## src/hdl/assert_macros.svh

```systemverilog
// Assertion helpers shared by the RTL. Synthesis builds see empty macros.
`ifndef ASSERT_MACROS_SVH
`define ASSERT_MACROS_SVH

`ifndef SYNTHESIS

// The property must hold at every rising clock edge outside reset.
`define ASSERT_PROP(label, clk, rst, prop, msg) \
   label: assert property (@(posedge clk) disable iff (rst) prop) else $error(msg);

// The expression must never be true outside reset.
`define ASSERT_NEVER(label, clk, rst, expr, msg) \
   label: assert property (@(posedge clk) disable iff (rst) !(expr)) else $error(msg);

`else

`define ASSERT_PROP(label, clk, rst, prop, msg)
`define ASSERT_NEVER(label, clk, rst, expr, msg)

`endif

`endif

```

## src/hdl/qft_pkg.sv

```systemverilog
package qft_pkg;

   // Line and token limits.
   localparam int unsigned MAX_LINE_CHARS = 256;
   localparam int unsigned MAX_TOKENS     = 16;
   localparam int unsigned POS_W          = $clog2(MAX_LINE_CHARS + 1);
   localparam int unsigned TOK_W          = 5;

   localparam logic [TOK_W-1:0] LIMIT_RESET = TOK_W'(MAX_TOKENS);

   // Result kinds.
   typedef logic [1:0] kind_type;
   localparam kind_type KIND_CHAR = 2'd0;
   localparam kind_type KIND_END  = 2'd1;
   localparam kind_type KIND_DONE = 2'd2;

   // Character codes.
   localparam logic [7:0] CH_NUL    = 8'h00;
   localparam logic [7:0] CH_TAB    = 8'h09;
   localparam logic [7:0] CH_LF     = 8'h0a;
   localparam logic [7:0] CH_CR     = 8'h0d;
   localparam logic [7:0] CH_SPACE  = 8'h20;
   localparam logic [7:0] CH_BANG   = 8'h21;
   localparam logic [7:0] CH_DQUOTE = 8'h22;
   localparam logic [7:0] CH_HASH   = 8'h23;
   localparam logic [7:0] CH_SQUOTE = 8'h27;
   localparam logic [7:0] CH_COMMA  = 8'h2c;
   localparam logic [7:0] CH_EQUAL  = 8'h3d;

   // Register map: the register index is address bit 2.
   localparam logic REG_TOKEN_LIMIT = 1'b0;

   // Result queue geometry.
   localparam int unsigned Q_DEPTH = 4;
   localparam int unsigned Q_AW    = 2;
   localparam int unsigned Q_CW    = 3;

   typedef struct packed {
      kind_type    kind;
      logic [7:0]  byte_value;
      logic [3:0]  token_index;
      logic [4:0]  token_count;
      logic        last;
   } result_type;

endpackage

```

## src/hdl/quoted_field_tokenizer.sv

```systemverilog
// Channel   Dir  Payload                                      Handshake
// req_      in   tdata[7:0] in_byte                           tvalid/tready
// rsp_      out  tdata byte/index/count, tuser kind, tlast    tvalid/tready
// csr_      in   APB, token_limit at address 0                psel/penable
//
// Results of a byte appear at the output in the cycle after it is taken, at the earliest.
// Each byte gives up to two results; the four-entry result queue drains one per cycle while
// rsp_tready is high, so the input takes one byte per cycle while the queue has two free places.
// Reset is synchronous and active high; it clears the line state and the queue.
// A stalled output holds back the input once fewer than two queue places are free.
`include "assert_macros.svh"

module quoted_field_tokenizer
   import qft_pkg::*;
(
   input  logic        clock,
   input  logic        reset,
   // Input channel
   input  logic        req_tvalid,
   output logic        req_tready,
   input  logic [7:0]  req_tdata,   // [7:0] in_byte
   // Result channel
   output logic        rsp_tvalid,
   input  logic        rsp_tready,
   output logic [23:0] rsp_tdata,   // [7:0] byte_value, [11:8] token_index,
                                    // [16:12] token_count, [23:17] zero
   output logic [1:0]  rsp_tuser,   // [1:0] result_kind
   output logic        rsp_tlast,   // last_in_step
   // Configuration port
   input  logic        csr_psel,
   input  logic        csr_penable,
   input  logic        csr_pwrite,
   input  logic [2:0]  csr_paddr,
   input  logic [31:0] csr_pwdata,
   output logic [31:0] csr_prdata,
   output logic        csr_pready
);

   logic [TOK_W-1:0] limit_ff;
   logic [TOK_W-1:0] eff_limit;

   logic [7:0]       prev_char_ff,  prev_char_in;
   logic [POS_W-1:0] pos_ff,        pos_in;
   logic             quote_ff,      quote_in;
   logic             pending_ff,    pending_in;
   logic             open_ff,       open_in;
   logic [TOK_W-1:0] token_ff,      token_in;
   logic             closed_ff,     closed_in;

   logic             req_accept;
   logic             rsp_pop;
   logic             csr_write;
   logic [7:0]       c;
   logic             c_quote;
   logic             flush;
   result_type       res [2];
   logic [1:0]       nres;

   result_type       q_ff [Q_DEPTH];
   logic [Q_AW-1:0]  wr_ptr_ff;
   logic [Q_AW-1:0]  rd_ptr_ff;
   logic [Q_CW-1:0]  cnt_ff;
   logic [1:0]       push_n;

   // Configuration register access.
   assign csr_pready = 1'b1;
   assign csr_write  = csr_psel && csr_penable && csr_pwrite;
   assign csr_prdata = (csr_paddr[2] == REG_TOKEN_LIMIT) ? {27'd0, limit_ff} : 32'd0;

   always_ff @(posedge clock) begin
      if (reset) begin
         limit_ff <= LIMIT_RESET;
      end else if (csr_write && csr_paddr[2] == REG_TOKEN_LIMIT) begin
         limit_ff <= csr_pwdata[TOK_W-1:0];
      end
   end

   // A limit of zero acts as one, and anything above the maximum as the maximum.
   always_comb begin
      if (limit_ff == '0) begin
         eff_limit = TOK_W'(1);
      end else if (limit_ff > TOK_W'(MAX_TOKENS)) begin
         eff_limit = TOK_W'(MAX_TOKENS);
      end else begin
         eff_limit = limit_ff;
      end
   end

   // Handshakes.
   assign req_tready = (cnt_ff <= Q_CW'(Q_DEPTH - 2));
   assign req_accept = req_tvalid && req_tready;
   assign rsp_pop    = rsp_tvalid && rsp_tready;

   // Separators are folded onto the space character.
   always_comb begin
      if (req_tdata == CH_EQUAL || req_tdata == CH_COMMA || req_tdata == CH_TAB) begin
         c = CH_SPACE;
      end else begin
         c = req_tdata;
      end
   end
   assign c_quote = (c == CH_SQUOTE) || (c == CH_DQUOTE);
   assign flush   = pending_ff || open_ff;

   // Per-byte decision: next line state and up to two results.
   always_comb begin
      prev_char_in = prev_char_ff;
      pos_in       = pos_ff;
      quote_in     = quote_ff;
      pending_in   = pending_ff;
      open_in      = open_ff;
      token_in     = token_ff;
      closed_in    = closed_ff;
      nres         = 2'd0;
      res[0]       = '0;
      res[1]       = '0;

      if (req_tdata == CH_NUL) begin
         // End of line: close any open token, report the count and start afresh.
         if (flush) begin
            res[nres[0]] = '{kind: KIND_END, byte_value: 8'd0,
                             token_index: token_ff[3:0], token_count: 5'd0, last: 1'b0};
            nres = nres + 2'd1;
         end
         res[nres[0]] = '{kind: KIND_DONE, byte_value: 8'd0, token_index: 4'd0,
                          token_count: token_ff + TOK_W'(flush), last: 1'b0};
         nres = nres + 2'd1;
         prev_char_in = CH_SPACE;
         pos_in       = '0;
         quote_in     = 1'b0;
         pending_in   = 1'b0;
         open_in      = 1'b0;
         token_in     = '0;
         closed_in    = 1'b0;
      end else if (closed_ff || pos_ff >= POS_W'(MAX_LINE_CHARS)) begin
         // Rest of the line is ignored.
      end else if (pos_ff == '0 && (req_tdata == CH_HASH || req_tdata == CH_BANG)) begin
         closed_in = 1'b1;
      end else if (req_tdata == CH_CR || req_tdata == CH_LF) begin
         closed_in = 1'b1;
      end else if (pending_ff && c == CH_SPACE) begin
         // A quote followed by a space closes the field; the space is swallowed.
         pending_in = 1'b0;
         quote_in   = 1'b0;
         res[0] = '{kind: KIND_END, byte_value: 8'd0, token_index: token_ff[3:0],
                    token_count: 5'd0, last: 1'b0};
         nres       = 2'd1;
         token_in   = token_ff + TOK_W'(1);
         open_in    = 1'b0;
         if (token_ff + TOK_W'(1) >= eff_limit) begin
            closed_in = 1'b1;
         end
         prev_char_in = CH_SPACE;
         pos_in       = pos_ff + POS_W'(1);
      end else begin
         // A waiting quote that was not a close becomes a token character.
         if (pending_ff) begin
            pending_in = 1'b0;
            res[0] = '{kind: KIND_CHAR, byte_value: prev_char_ff,
                       token_index: token_ff[3:0], token_count: 5'd0, last: 1'b0};
            nres    = 2'd1;
            open_in = 1'b1;
         end
         if (c_quote && quote_ff) begin
            pending_in = 1'b1;
         end else if (c_quote && (pos_ff == '0 || prev_char_ff == CH_SPACE)) begin
            quote_in = 1'b1;
         end else if (quote_ff || c != CH_SPACE) begin
            res[nres[0]] = '{kind: KIND_CHAR, byte_value: c, token_index: token_ff[3:0],
                             token_count: 5'd0, last: 1'b0};
            nres    = nres + 2'd1;
            open_in = 1'b1;
         end else if (pos_ff != '0 && prev_char_ff != CH_SPACE) begin
            res[nres[0]] = '{kind: KIND_END, byte_value: 8'd0,
                             token_index: token_ff[3:0], token_count: 5'd0, last: 1'b0};
            nres     = nres + 2'd1;
            token_in = token_ff + TOK_W'(1);
            open_in  = 1'b0;
            if (token_ff + TOK_W'(1) >= eff_limit) begin
               closed_in = 1'b1;
            end
         end
         prev_char_in = c;
         pos_in       = pos_ff + POS_W'(1);
      end

      // Flag the final result of this byte.
      if (nres == 2'd2) begin
         res[1].last = 1'b1;
      end else if (nres == 2'd1) begin
         res[0].last = 1'b1;
      end
   end

   // Line state advances on each accepted transaction.
   always_ff @(posedge clock) begin
      if (reset) begin
         prev_char_ff <= CH_SPACE;
         pos_ff       <= '0;
         quote_ff     <= 1'b0;
         pending_ff   <= 1'b0;
         open_ff      <= 1'b0;
         token_ff     <= '0;
         closed_ff    <= 1'b0;
      end else if (req_accept) begin
         prev_char_ff <= prev_char_in;
         pos_ff       <= pos_in;
         quote_ff     <= quote_in;
         pending_ff   <= pending_in;
         open_ff      <= open_in;
         token_ff     <= token_in;
         closed_ff    <= closed_in;
      end
   end

   // Result queue.
   assign push_n = req_accept ? nres : 2'd0;

   always_ff @(posedge clock) begin
      if (push_n != 2'd0) begin
         q_ff[wr_ptr_ff] <= res[0];
      end
      if (push_n == 2'd2) begin
         q_ff[wr_ptr_ff + Q_AW'(1)] <= res[1];
      end
   end

   always_ff @(posedge clock) begin
      if (reset) begin
         wr_ptr_ff <= '0;
         rd_ptr_ff <= '0;
         cnt_ff    <= '0;
      end else begin
         wr_ptr_ff <= wr_ptr_ff + Q_AW'(push_n);
         rd_ptr_ff <= rd_ptr_ff + Q_AW'(rsp_pop);
         cnt_ff    <= cnt_ff + Q_CW'(push_n) - Q_CW'(rsp_pop);
      end
   end

   assign rsp_tvalid = (cnt_ff != '0);
   assign rsp_tuser  = q_ff[rd_ptr_ff].kind;
   assign rsp_tlast  = q_ff[rd_ptr_ff].last;
   assign rsp_tdata  = {7'd0, q_ff[rd_ptr_ff].token_count,
                        q_ff[rd_ptr_ff].token_index, q_ff[rd_ptr_ff].byte_value};

   // Checks on the queue and the line state.
   `ASSERT_NEVER(a_queue_over, clock, reset, cnt_ff > Q_CW'(Q_DEPTH), "result queue overflow")
   `ASSERT_PROP(a_done_last, clock, reset, (rsp_tvalid && rsp_tuser == KIND_DONE) |-> rsp_tlast, "line done result not marked last")
   `ASSERT_NEVER(a_token_range, clock, reset, token_ff > TOK_W'(MAX_TOKENS), "token counter beyond maximum")
   `ASSERT_PROP(a_line_clear, clock, reset, (req_accept && req_tdata == CH_NUL) |=> (token_ff == '0 && !open_ff && !pending_ff && !closed_ff), "line state not cleared after end of line")
   `ASSERT_NEVER(a_pos_range, clock, reset, pos_ff > POS_W'(MAX_LINE_CHARS), "character position beyond line limit")

endmodule
```

## config.mk

```make
export PLATFORM = sky130hd
export DESIGN_NAME = quoted_field_tokenizer
export DESIGN_NICKNAME = d
export VERILOG_FILES = /design/src/hdl/qft_pkg.sv /design/src/hdl/quoted_field_tokenizer.sv
export VERILOG_INCLUDE_DIRS = /design/src /design/src/hdl
export SDC_FILE = /design/constraint.sdc
export NUM_CORES = 1
export LEC_CHECK = 0
export CORE_MARGIN = 3
export CORE_UTILIZATION = 59
export CTS_CLUSTER_SIZE = 8
export DETAILED_ROUTE_END_ITERATION = 8
export DONT_BUFFER_PORTS = 1
export PLACE_DENSITY = 0.75
export SYNTH_ARGS = -nofsm -noshare
export SYNTH_HDL_FRONTEND = slang
export SYNTH_SLANG_ARGS = --single-unit
```

## constraint.sdc

```tcl
create_clock -name clock -period 15.5 [get_ports clock]
set_input_delay 3.1 -clock clock [delete_from_list [all_inputs] [get_ports clock]]
set_output_delay 3.1 -clock clock [all_outputs]
set_load 0.05 [all_outputs]
```

* After elaboration in Yosys (flattened, before gate mapping) *
Memories as Yosys holds them, arrays and structs flattened. A register that Yosys moved wholly into a read port is not among the register bits.
Index checks and enable logic that the tools add are counted.

word-level totals
  bits in registers = 38
  bits in latches = 0
  RAM bits = 80
  ROM bits = 0
  bits of input ports = 50
  output and inout port bits = 62
  logic and storage cells = 198
  memories kept = 1

memory list
  name  words  bits a word  rd ports  clocked after Yosys merged registers in  wr ports  RTL line                      source
  q_ff  4      20           1         1                                        2         quoted_field_tokenizer.sv:59  result_type q_ff [Q_DEPTH];

cells by class
  add/subtract/negate cells = 10
  $mul = 0
  div/mod/pow operators = 0
  $lt $le $gt $ge = 8
  equal/unequal tests = 25
  shift operators = 0
  multiplexer cells = 106
  bitwise logic cells = 3
  reductions and logical operators = 34

operators by type and width
  cell                   count
  $mux W40               8
  $mux W20               10
  $bwmux W40             3
  $eq A8 B6 Y1 const B   8
  $mux W5                12
  $mux W8                6
  $mux W1                42
  $demux W20 S1          2
  $mux W9                4
  $mux W2                17
  $eq A8 B4 Y1 const B   3
  $mux W19               1
  $mux W18               1
  $ne A8 B6 Y1 const B   2
  $ne A5 B5 Y1 const B   3
  $logic_and A1 B1 Y1    12
  $reduce_and A6 Y1      2
  $add A9 B1 Y9 const B  1
  $ge A9 B9 Y1 const B   1
  $logic_not A9 Y1       1
  $logic_or A1 B1 Y1     9
  $ne A3 B3 Y1 const B   3
  $reduce_bool A3 Y1     3
  $reduce_bool A9 Y1     1
  23 further kinds       31

* Longest topological paths before layout *
Gate-level depths: netlist of run 1.

  depth in word-level cells = 28
  gate-level depth with buffers = 20
  gate-level depth less buffers = 18

* Worst setup path before layout of run 1 *
Ideal clock, no wire load.

  path kind = input to register
  start = in req_tdata[4]
  end = mem q_ff[0][0] (netlist bit), enable pin
  arrival time = 7212 ps
  slack = 7834 ps
  cell stages on the path = 7
  path buffers = 1
  cells stage by stage = buf_2 > or4b_4 > or3_1 > a21oi_2 > o2111ai_4 > and3_1 > o41ai_1

RTL lines
  what         RTL line                      source
  from (decl)  quoted_field_tokenizer.sv:21  input logic [7:0] req_tdata,
  to (decl)    quoted_field_tokenizer.sv:59

* Final worst setup path of run 1 *
  start = in csr_paddr[2]
  end = out csr_prdata[0]

on the way
  longest elaborated chain between the ends = 1

RTL lines
  what         RTL line                      source
  from (decl)  quoted_field_tokenizer.sv:33  input logic [2:0] csr_paddr,
  $mux W5      quoted_field_tokenizer.sv:68  assign csr_prdata = (csr_paddr[2] == REG_TOKEN_LIMIT) ? {27'd0, limit_ff} : 32'd0;
  to (decl)    quoted_field_tokenizer.sv:35  output logic [31:0] csr_prdata,

No other way between the ends.

==> reports/metrics.cfg, run 1 <==
[run_status]
status=complete, no violations

[cts]
cts.sinks=118
clkTransAtPathRegs_ps=50
h-tree-depth=4
cts_hold_buf=0
clock_latency_ps=410
cts-root-buf=clkbuf_16
cts_tree=built
numCtsBuffers=17
postCtsSetupRepairBufs=0
clockBufferDepth=2
cts-resized-gates=0

[route]
wirelength_um=13980
vias=4483
vias_per_cell=6.133
drtIter0Drc=456
first_pass_iters=6
post-route-drc-count=0
drtAntennaViolNets=0
routedWlPerCell_um=19.13

[synthesis]
synth_area_per_cell_um2=11.30
synth-seq-area-share_pct=47.68
synth_ff_type=edfxtp_1
synth_top_area_cell=edfxtp_1
syn_area_um2=6634
synth.most_common_cell=edfxtp_1
synth_cell_types=62
yosys_warnings=0
postSynthCellCount=587
synthTopCellsByCount=edfxtp_1 (80), nand2_1 (50), nor2_1 (42), mux2i_1 (40), dfxtp_1 (38)
netlist.area_leader.share_pct=36.21
synth_area_leaders=edfxtp_1 (36%), dfxtp_1 (11%), mux4_2 (6.8%), mux2i_1 (6.0%), buf_4 (4.2%)
synth-async-reset-ratio_pct=0
synth_seq_cells=118
synth_edf_count=80

[sta]
finalHoldViolCount=0
worst_pin_slew_ps=1167
fin_worst_skew_ps=9.174
slew_viol_final=0
fmax_ghz=0.1448
period_share_pct=44.56
rsz0062_at_grt=no
hold_slack_ps=481.4
setup_viol=0
final.min_clock_period_ps=6908
relSlewSlack_pct=22.18
fin_tns_setup_ps=0

[critical_path]
crit_fanout=6
crit_family=simple AND/OR/NAND/NOR gates
crit_path_max_incr_delay_ps=710
critPathRequiredTime_ps=12400
worst-path-buf-inv=0
arrival_ps=3810
path_cells=nor2b_1
start_kind=input port
criticalPathCategory=in -> out
cp-end-kind=output pin
cpMaxStageDelayCell=nor2b_1

[min_path]
hold_path.class=reg -> reg

[place]
gp_congestion=0.8715
numPortBuffers=0
dp_hpwl_um=9301
placed_area_um2=6571

[global_route]
antenna_found_initial=0
overflow=0
grt_max_degree=30
track_usage_pct=22.77
grt_pass1_wl_um=22850
grt_pass1_vias=4482

[pwr]
clkPwrFrac_pct=36.4
p_leak_uw=0.002795
pwr-share-seq_pct=36.5
p_int_uw=702.5
finalPower_uw=1072
switching_share_pct=34.45
p_switching_uw=369.1
powerDensity_nw_per_um2=149.6
max-vdd-ir-drop_v=0.00009966
combPwrFrac_pct=27.1

[die]
fp-row-count=38
core_area_um2=10940
die_h_um=112.0
fp.dieW_um=112.0
io_pins=112
start_util_pct=60.66
fp.dieArea_um2=12550

[layout]
fin_area_um2=7161
multi_input_area_um2=3139
drive_gt1_share_pct=12.52
diodes=0
register_area_um2=3163
fin_nets=645
fillers=814
area_growth_pct=7.940

[flow_run]
drv_cap=0

[power groups by stage]
stage	clock network (uW)	logic [uW]	registers, uW
finish	390	290	391
CTS	394	293	391
global placement	0	287	394
floorplan	0	267	390
global route	409	309	394
detailed placement	0	292	397
[sequential cells by signal, indices dropped and copies added (netlist names)]
name          flops
pos_ff            9
token_ff          5
rd_ptr_ff         2
pending_ff        1
prev_char_ff      8
cnt_ff            3
open_ff           1
limit_ff          5
quote_ff          1
wr_ptr_ff         2
closed_ff         1
q_ff             80
[metal layers]
layer	vias to the layer above	global-route usage (%)	part of all wire (%)
met3	26	5.822	6.0
met1	2183	30.25	43
li1	2114	-	-
met5	-	0	0
met4	0	8.253	1.5
met2	160	36.61	49
[path summary, 6_finish.rpt]
path	start	to	slack, ps	cells past startpoint
max	csr_paddr[2]	csr_prdata[0]	8590	1
min	pos_ff[8]	pos_ff[8]	480	2
max reg2reg	pos_ff[0]	cnt_ff[2]	11680	17
min reg2reg	pos_ff[8]	pos_ff[8]	480	2
[layout by cell type, fill, tap and decap left out, types with 7 or more instances in the layout]
cell,n
nor3_1,11
nor2b_1,7
buf_4,7
xnor2_1,9
a21oi_1,33
and3_1,8
edfxtp_1,80
nand4_1,11
ha_1,16
conb_1,35
dfxtp_1,38
clkbuf_16,17
mux4_2,20
o21ai_0,25
a22oi_1,8
nand3_1,14
inv_1,11
xor2_1,7
mux2i_1,40
nand2_1,50
nor2_1,42
[cells by family (layout without fill, tap and decap cells)]
family	after synthesis	count (layout)	share of synthesized area [%]
compound gates	114	114	12.24
other cells	2	35	0.1132
buf+inv	79	50	7.129
xor+xnor	16	16	2.112
simple gates	181	181	14.58
fa+ha+maj	17	17	3.319
flops	118	118	47.68
mux	60	60	12.83
[metrics by stage]
step | instances | util, % | setup WS [ps]
after global routing | 731 | 65.48 | 8572
after global placement | 699 | 60.09 | 8589
after detailed placement | 699 | 60.09 | 8594
final | 731 | 65.48 | 8592
after floorplan | 620 | - | 7834
after CTS | 731 | 65.48 | 8591
[cell type report]
| cell class | count | share of cell area [%] |
|---|---|---|
| repair buffers | 7 | 0.7339 |
| clock buffers | 19 | 6.046 |
| multi-input cells | 423 | 43.84 |
| flip-flops and latches | 118 | 44.17 |
| inverters | 11 | 0.5766 |
| well taps | 140 | 2.446 |
| clock inverters | 13 | 2.184 |
No activity file was read; power rests on OpenSTA's default activity.
==> inputs of run 2 (changes only) <==
--- a/config.mk
+++ b/config.mk
@@ -7,11 +7,11 @@
 export NUM_CORES = 1
 export LEC_CHECK = 0
 export CORE_MARGIN = 3
-export CORE_UTILIZATION = 59
+export CORE_UTILIZATION = 58
 export CTS_CLUSTER_SIZE = 8
 export DETAILED_ROUTE_END_ITERATION = 8
 export DONT_BUFFER_PORTS = 1
-export PLACE_DENSITY = 0.75
+export PLACE_DENSITY = 0.76
 export SYNTH_ARGS = -nofsm -noshare
 export SYNTH_HDL_FRONTEND = slang
 export SYNTH_SLANG_ARGS = --single-unit
==> constraint.sdc (replaced) <==
create_clock -name clock -period 5.8 [get_ports clock]
set_input_delay 1.16 -clock clock [delete_from_list [all_inputs] [get_ports clock]]
set_output_delay 1.16 -clock clock [all_outputs]
set_load 0.05 [all_outputs]
==> run 2 against run 1 <==
- clock skew rose by 1.0 ps
- via count rose by 3.7%
- largest cell class unchanged
- setup slack got worse by 7100 ps
- final cell count rose by 0.27%
- global-route usage rose by 0.39 points
- critical path depth rose by 10
- clock-buffer cell count fell by 2
- combinational power rose to 2.7 times the previous value
- highest routed layer unchanged
- hold slack got worse by 1.0 ps
==> reports/metrics.cfg, run 2 (same netlist as run 1, synthesis figures left out) <==
[run_status]
status=complete, no violations

[flow_run]
drv_cap=0  ; unchanged

[sta]
period_share_pct=73.83
relSlewSlack_pct=25.79  ; +3.6 points
fin_tns_setup_ps=0  ; unchanged
setup_viol=0  ; unchanged
rsz0062_at_grt=no
fmax_ghz=0.2335
final.min_clock_period_ps=4282
fin_worst_skew_ps=10.17  ; +0.9964 ps
slew_viol_final=0  ; unchanged
worst_pin_slew_ps=1112  ; -55.73 ps
finalHoldViolCount=0  ; unchanged

[die]
io_pins=112  ; unchanged
fp.dieW_um=112.9  ; +0.81%
core_area_um2=11030  ; +0.87%
start_util_pct=60.14  ; -0.52 points
fp-row-count=38  ; unchanged
die_h_um=112.9  ; +0.81%
fp.dieArea_um2=12760  ; +1.6%

[place]
gp_congestion=0.8853  ; +1.6%
dp_hpwl_um=9450  ; +1.6%
numPortBuffers=0  ; unchanged

[cts]
cts_hold_buf=0  ; unchanged
cts_tree=built
cts-resized-gates=0  ; unchanged
clkTransAtPathRegs_ps=60  ; about the same
clockBufferDepth=2  ; unchanged
cts.sinks=118  ; unchanged
numCtsBuffers=17  ; unchanged
cts-root-buf=clkbuf_16
clock_latency_ps=420  ; about the same
postCtsSetupRepairBufs=0  ; unchanged
h-tree-depth=4  ; unchanged

[pwr]
p_leak_uw=0.002804  ; +0.33%
max-vdd-ir-drop_v=0.0002719  ; +170%
powerDensity_nw_per_um2=402.5  ; +170%

[global_route]
track_usage_pct=23.16  ; +0.39 points
antenna_found_initial=0  ; unchanged
grt_max_degree=30  ; unchanged
overflow=0  ; unchanged
grt_pass1_vias=4534  ; +1.2%
grt_pass1_wl_um=23250  ; +1.7%

[layout]
final_common_cell=edfxtp_1
largest_register=q_ff
drive_gt1_share_pct=12.82  ; +0.30 points
fillers=814  ; unchanged
final_core_util_pct=65.17  ; -0.31 points
top_regs=q_ff (80), pos_ff (9), prev_char_ff (8)
area_growth_pct=8.355
diodes=0  ; unchanged
final_cell_mix=edfxtp_1 (80), nand2_1 (50), nor2_1 (42), mux2i_1 (40), dfxtp_1 (38)
largest_register_ffs=80  ; unchanged
fin_nets=647  ; +0.31%

[critical_path]
cpMaxStageDelayCell=o31ai_4
criticalPathCategory=in -> reg
crit_top_cell=xnor2_1
path_cells=nor4_1 -> a22oi_1 -> a21oi_4 -> a31oi_1 -> o31ai_4 -> nand2_1 -> ha_1 -> fa_1 -> xnor2_1 -> xnor2_1 -> nor2_1
crit_fanout=19  ; +13
start_kind=input port
crit_family=compound AO/OA/AOI/OAI gates
r2r.worst_path.cells=17  ; unchanged
critPathRequiredTime_ps=6110  ; -6290 ps
crit_path_max_incr_delay_ps=770  ; +60 ps
worst-path-buf-inv=0  ; unchanged
path_depth=11  ; +10
cp-end-kind=flip-flop
arrival_ps=4590  ; +780 ps

[route]
post-route-drc-count=0  ; unchanged
first_pass_iters=6  ; unchanged
vias_per_cell=6.342  ; +3.4%
wirelength_um=14410  ; +3.0%
routedWlPerCell_um=19.66  ; +2.8%
vias=4649  ; +3.7%
drtIter0Drc=519  ; +14%
drtAntennaViolNets=0  ; unchanged

[min_path]
hold_depth=2  ; unchanged
hold_path.class=reg -> reg

[run 2: changes by cell type in the layout (fill, tap and decap cells not counted), moves of 2 or more]
| cell | before | now |
|---|---|---|
| clkinv_4 | 2 | 4 |
| clkinv_2 | 5 | 1 |
| inv_6 | 1 | 3 |
| clkinv_1 | 0 | 2 |
| clkbuf_1 | 2 | 0 |
[run 2: area by class of cell]
class / instances / area, um2 / area share (%)
Tap cell: 140 / 175.2 / 2.437
Multi-Input combinational cell: 423 / 3139 / 43.67
Sequential cell: 118 / 3163 / 44.00
Clock buffer: 17 / 425.4 / 5.918
Inverter: 11 / 41.29 / 0.5744
Timing Repair Buffer: 9 / 65.06 / 0.9051
Clock inverter: 15 / 178.9 / 2.489
[run 2: path summary, 6_finish.rpt]
check	start	end	slack (ps)
min reg2reg	pos_ff[8]	pos_ff[8]	480
max	req_tdata[2]	cnt_ff[2]	1520
min	pos_ff[8]	pos_ff[8]	480
max reg2reg	pos_ff[0]	cnt_ff[2]	1870
[run 2: per-layer routing]
layer  track usage [%]  routed length (um)
met1             29.91                5894
met2             39.10                7223
met3             5.241                1059
met4             7.212                 232
met5                 0                   0
[run 2: report_power, final]
group	leakage, uW	switching, uW	internal, uW
clock	0.000289	389	677
combinational	0.00146	569	214
sequential	0.00105	50.0	994
[run 2: worst register-to-register path, delay by kind of cell, from the launching register on]
family                   cells  cell delay [ps]
flip-flops                   1              350
AO/OA/AOI/OAI                3             1070
adder cells (fa/ha/maj)      4              960
AND/OR/NAND/NOR              5              930
buffers and inverters        3              180
XOR/XNOR                     2              330
[run 2: through the flow]
stage                     area, um2  power, uW  instances  setup slack (ps)  hold slack (ps)
after detailed placement       6579       1845        700              1123            472.5
after global placement         6579       1821        700              1240            466.3
after global routing           7188       2993        733              1375            520.6
after CTS                      7183       2901        732              1545            480.2
final                          7188       2893        733              1518            480.3
after floorplan                6758       1755        620             74.16            449.2
==> inputs of run 3 (changes only) <==
--- a/config.mk
+++ b/config.mk
@@ -6,12 +6,13 @@
 export SDC_FILE = /design/constraint.sdc
 export NUM_CORES = 1
 export LEC_CHECK = 0
+export ABC_AREA = 1
 export CORE_MARGIN = 3
-export CORE_UTILIZATION = 58
+export CORE_UTILIZATION = 59
 export CTS_CLUSTER_SIZE = 8
 export DETAILED_ROUTE_END_ITERATION = 8
 export DONT_BUFFER_PORTS = 1
-export PLACE_DENSITY = 0.76
+export PLACE_DENSITY = 0.75
 export SYNTH_ARGS = -nofsm -noshare
 export SYNTH_HDL_FRONTEND = slang
 export SYNTH_SLANG_ARGS = --single-unit
==> constraint.sdc (replaced) <==
create_clock -name clock -period 4 [get_ports clock]
set_input_delay 0.8 -clock clock [delete_from_list [all_inputs] [get_ports clock]]
set_output_delay 0.8 -clock clock [all_outputs]
set_load 0.05 [all_outputs]
==> run 3 against run 2 <==
- via count grew 23%
- non-clock buffer count grew 25
- critical path type is now reg -> reg
- clock skew shrank 1.6 ps
- sequential cell count is the same
- largest cell class unchanged
- clock-buffer cell count is the same
==> reports/metrics.cfg, run 3 <==
[run_status]
status=complete, no violations

[pwr]
powerDensity_nw_per_um2=625.7  ; +55%
p_leak_uw=0.003059  ; +9.1%
max-vdd-ir-drop_v=0.0004629  ; +70%

[die]
start_util_pct=61.96  ; +1.8 points
fp.dieW_um=114.3  ; +1.2%
fp-row-count=38  ; unchanged
io_pins=112  ; unchanged
die_h_um=114.3  ; +1.2%
fp.dieArea_um2=13070  ; +2.4%
core_area_um2=11170  ; +1.3%

[synthesis]
synth_area_per_cell_um2=8.351  ; -26%
synth_ff_type=edfxtp_1
synth-async-reset-ratio_pct=0  ; unchanged
postSynthCellCount=829  ; +41%
netlist.area_leader.share_pct=34.70  ; -1.5 points
synth-seq-area-share_pct=45.69  ; -2.0 points
synthTopCellsByCount=nand2_1 (160), nor2_1 (106), edfxtp_1 (80), inv_1 (76), o21ai_0 (63)
synth_seq_cells=118  ; unchanged
synth_edf_count=80  ; unchanged
synth_cell_types=40  ; -35%
synth.most_common_cell=nand2_1
yosys_warnings=0  ; unchanged
synth_top_area_cell=edfxtp_1
synth_area_leaders=edfxtp_1 (35%), dfxtp_1 (11%), nand2_1 (8.7%), nor2_1 (5.7%), o21ai_0 (4.6%)
syn_area_um2=6923  ; +4.4%

[layout]
final_cell_mix=nand2_1 (160), nor2_1 (106), edfxtp_1 (80), inv_1 (76), o21ai_0 (61)
stdcell_count=1000  ; +36%
largest_register=q_ff
final_common_cell=nand2_1
area_growth_pct=9.398
fin_area_um2=7574  ; +5.4%
largest_register_ffs=80  ; unchanged
top_regs=q_ff (80), pos_ff (9), prev_char_ff (8)
drive_gt1_share_pct=13.60  ; +0.79 points
fin_nets=914  ; +41%
diodes=0  ; unchanged

[place]
dp.cells=968  ; +38%
gp_congestion=0.9138  ; +3.2%
numPortBuffers=0  ; unchanged
dp_hpwl_um=10950  ; +16%
placed_area_um2=6985  ; +6.2%
post-place-ws_ps=418.9  ; -703.9 ps

[global_route]
overflow=0  ; unchanged
track_usage_pct=25.57  ; +2.4 points
grt_pass1_vias=5521  ; +22%
grt_max_degree=42  ; +40%
antenna_found_initial=0  ; unchanged
grt_pass1_wl_um=26340  ; +13%

[cts]
clkTransAtPathRegs_ps=50  ; about the same
clockBufferDepth=2  ; unchanged
numCtsBuffers=17  ; unchanged
cts_hold_buf=0  ; unchanged
cts_tree=built
h-tree-depth=4  ; unchanged
cts.sinks=118  ; unchanged
cts-root-buf=clkbuf_16
clock_latency_ps=420  ; about the same
cts-resized-gates=0  ; unchanged
postCtsSetupRepairBufs=0  ; unchanged

[critical_path]
crit_top_cell=inv_1
path_cells=clkinv_1 -> ha_1 -> inv_1 -> nand2_1 -> nand3_2 -> a21oi_4 -> nor2_1 -> inv_1 -> ha_1 -> inv_1 -> ha_1 -> inv_1 -> fa_1 -> xor2_1 -> inv_1 -> nor2_1
worst-path-buf-inv=6  ; +6
crit_end=cnt_ff[2]
crit_path_max_incr_delay_ps=710  ; -60 ps
arrival_ps=3780  ; -810 ps
cpMaxStageDelayCell=dfxtp_1
crit_family=adder cells
criticalPathCategory=reg -> reg
path_depth=16  ; +5
r2r_slack_ps=530  ; -1340 ps
crit_fanout=18  ; -1
timing.rr.end=cnt_ff[2]
start_kind=flip-flop
startpoint=pending_ff
critPathRequiredTime_ps=4320  ; -1790 ps
cp-end-kind=flip-flop
timing.rr.start=pending_ff
r2r.worst_path.cells=16  ; -1

[sta]
slew_viol_final=0  ; unchanged
period_share_pct=86.71
setup_viol=0  ; unchanged
rsz0062_at_grt=no
final.setup.worst_slack_ps=531.8  ; -986.0 ps
fin_tns_setup_ps=0  ; unchanged
finalHoldViolCount=0  ; unchanged
relSlewSlack_pct=32.68  ; +6.9 points
hold_slack_ps=446.0  ; -34.27 ps
fin_worst_skew_ps=8.539  ; -1.632 ps
final.min_clock_period_ps=3468
worst_pin_slew_ps=1001  ; -111.0 ps
fmax_ghz=0.2883

[route]
vias=5709  ; +23%
drtIter0Drc=442  ; -15%
post-route-drc-count=0  ; unchanged
wirelength_um=16040  ; +11%
drtAntennaViolNets=0  ; unchanged
first_pass_iters=5  ; -1
routedWlPerCell_um=16.04  ; -18%
vias_per_cell=5.709  ; -10%

[flow_run]
drv_cap=0  ; unchanged

[min_path]
hold_path.class=in -> reg
hold_depth=1  ; -1

-- run 3: cell count changes after synthesis, moves of 29 or more --
| cell | before | now |
|---|---|---|
| o21ai_2 | 0 | 32 |
| o21ai_1 | 0 | 29 |
| inv_1 | 11 | 76 |
| nor2_1 | 42 | 106 |
| o21ai_0 | 25 | 63 |
| nand2_1 | 50 | 160 |
| mux2i_1 | 40 | 0 |
-- run 3: metal layers --
metal / up-vias / global-route usage (%) / wire, um
li1: 2781 / - / -
met1: 2623 / 31.41 / 6540
met2: 276 / 43.95 / 8025
met3: 29 / 6.237 / 1227
met4: 0 / 9.026 / 246
met5: - / 0 / 0
-- run 3: worst register-to-register path, cell delays in order, from the launching register on --
cell and delay, ps:
dfxtp_1 710, clkinv_1 410, ha_1 400, inv_1 50, nand2_1 70, nand3_2 110, a21oi_4 60, nor2_1 300
inv_1 80, ha_1 300, inv_1 60, ha_1 130, inv_1 50, fa_1 380, xor2_1 170, inv_1 60
nor2_1 30
-- run 3: metrics by stage --
| step | util, % | total power, uW |
|---|---|---|
| 2_1_floorplan | - | 2846 |
| 3_3_place_gp | 62.52 | 3200 |
| 3_5_place_dp | 62.52 | 3254 |
| 4_1_cts | 67.78 | 4751 |
| 5_1_grt | 67.78 | 4969 |
| 6_report | 67.78 | 4739 |
-- run 3: how the worst min path moves through the flow --
stage	from	end	slack [ps]
5_1_grt	reset	token_ff[1]	430
2_1_floorplan	open_ff	open_ff	450
6_report	reset	pos_ff[1]	450
3_3_place_gp	open_ff	open_ff	450
4_1_cts	reset	cnt_ff[1]	430
3_5_place_dp	open_ff	open_ff	450
-- run 3: cell type report --
type	instances	area, um2
fill	874	3600
sequential	118	3163
multi-input combinational	597	3095
clock buffer	17	425.4
inverter	79	296.5
timing repair buffer	34	255.2
tap	140	175.2
clock inverter	15	162.7
-- run 3: cell families (layout without fill, tap and decap cells) --
kind of cell / count (synthesis) / count (layout) / share of synthesized area (%)
XOR/XNOR: 9 / 9 / 1.139
adder cells (fa/ha/maj): 17 / 17 / 3.181
buffers and inverters: 147 / 145 / 11.39
AND/OR/NAND/NOR: 331 / 331 / 20.80
flip-flops: 118 / 118 / 45.69
AO/OA/AOI/OAI: 205 / 205 / 17.69
other: 2 / 35 / 0.1085
-- run 3: report_power, final --
group	switching [uW]	internal, uW
Combinational	1220	443
Clock	534	967
Sequential	75.8	1500
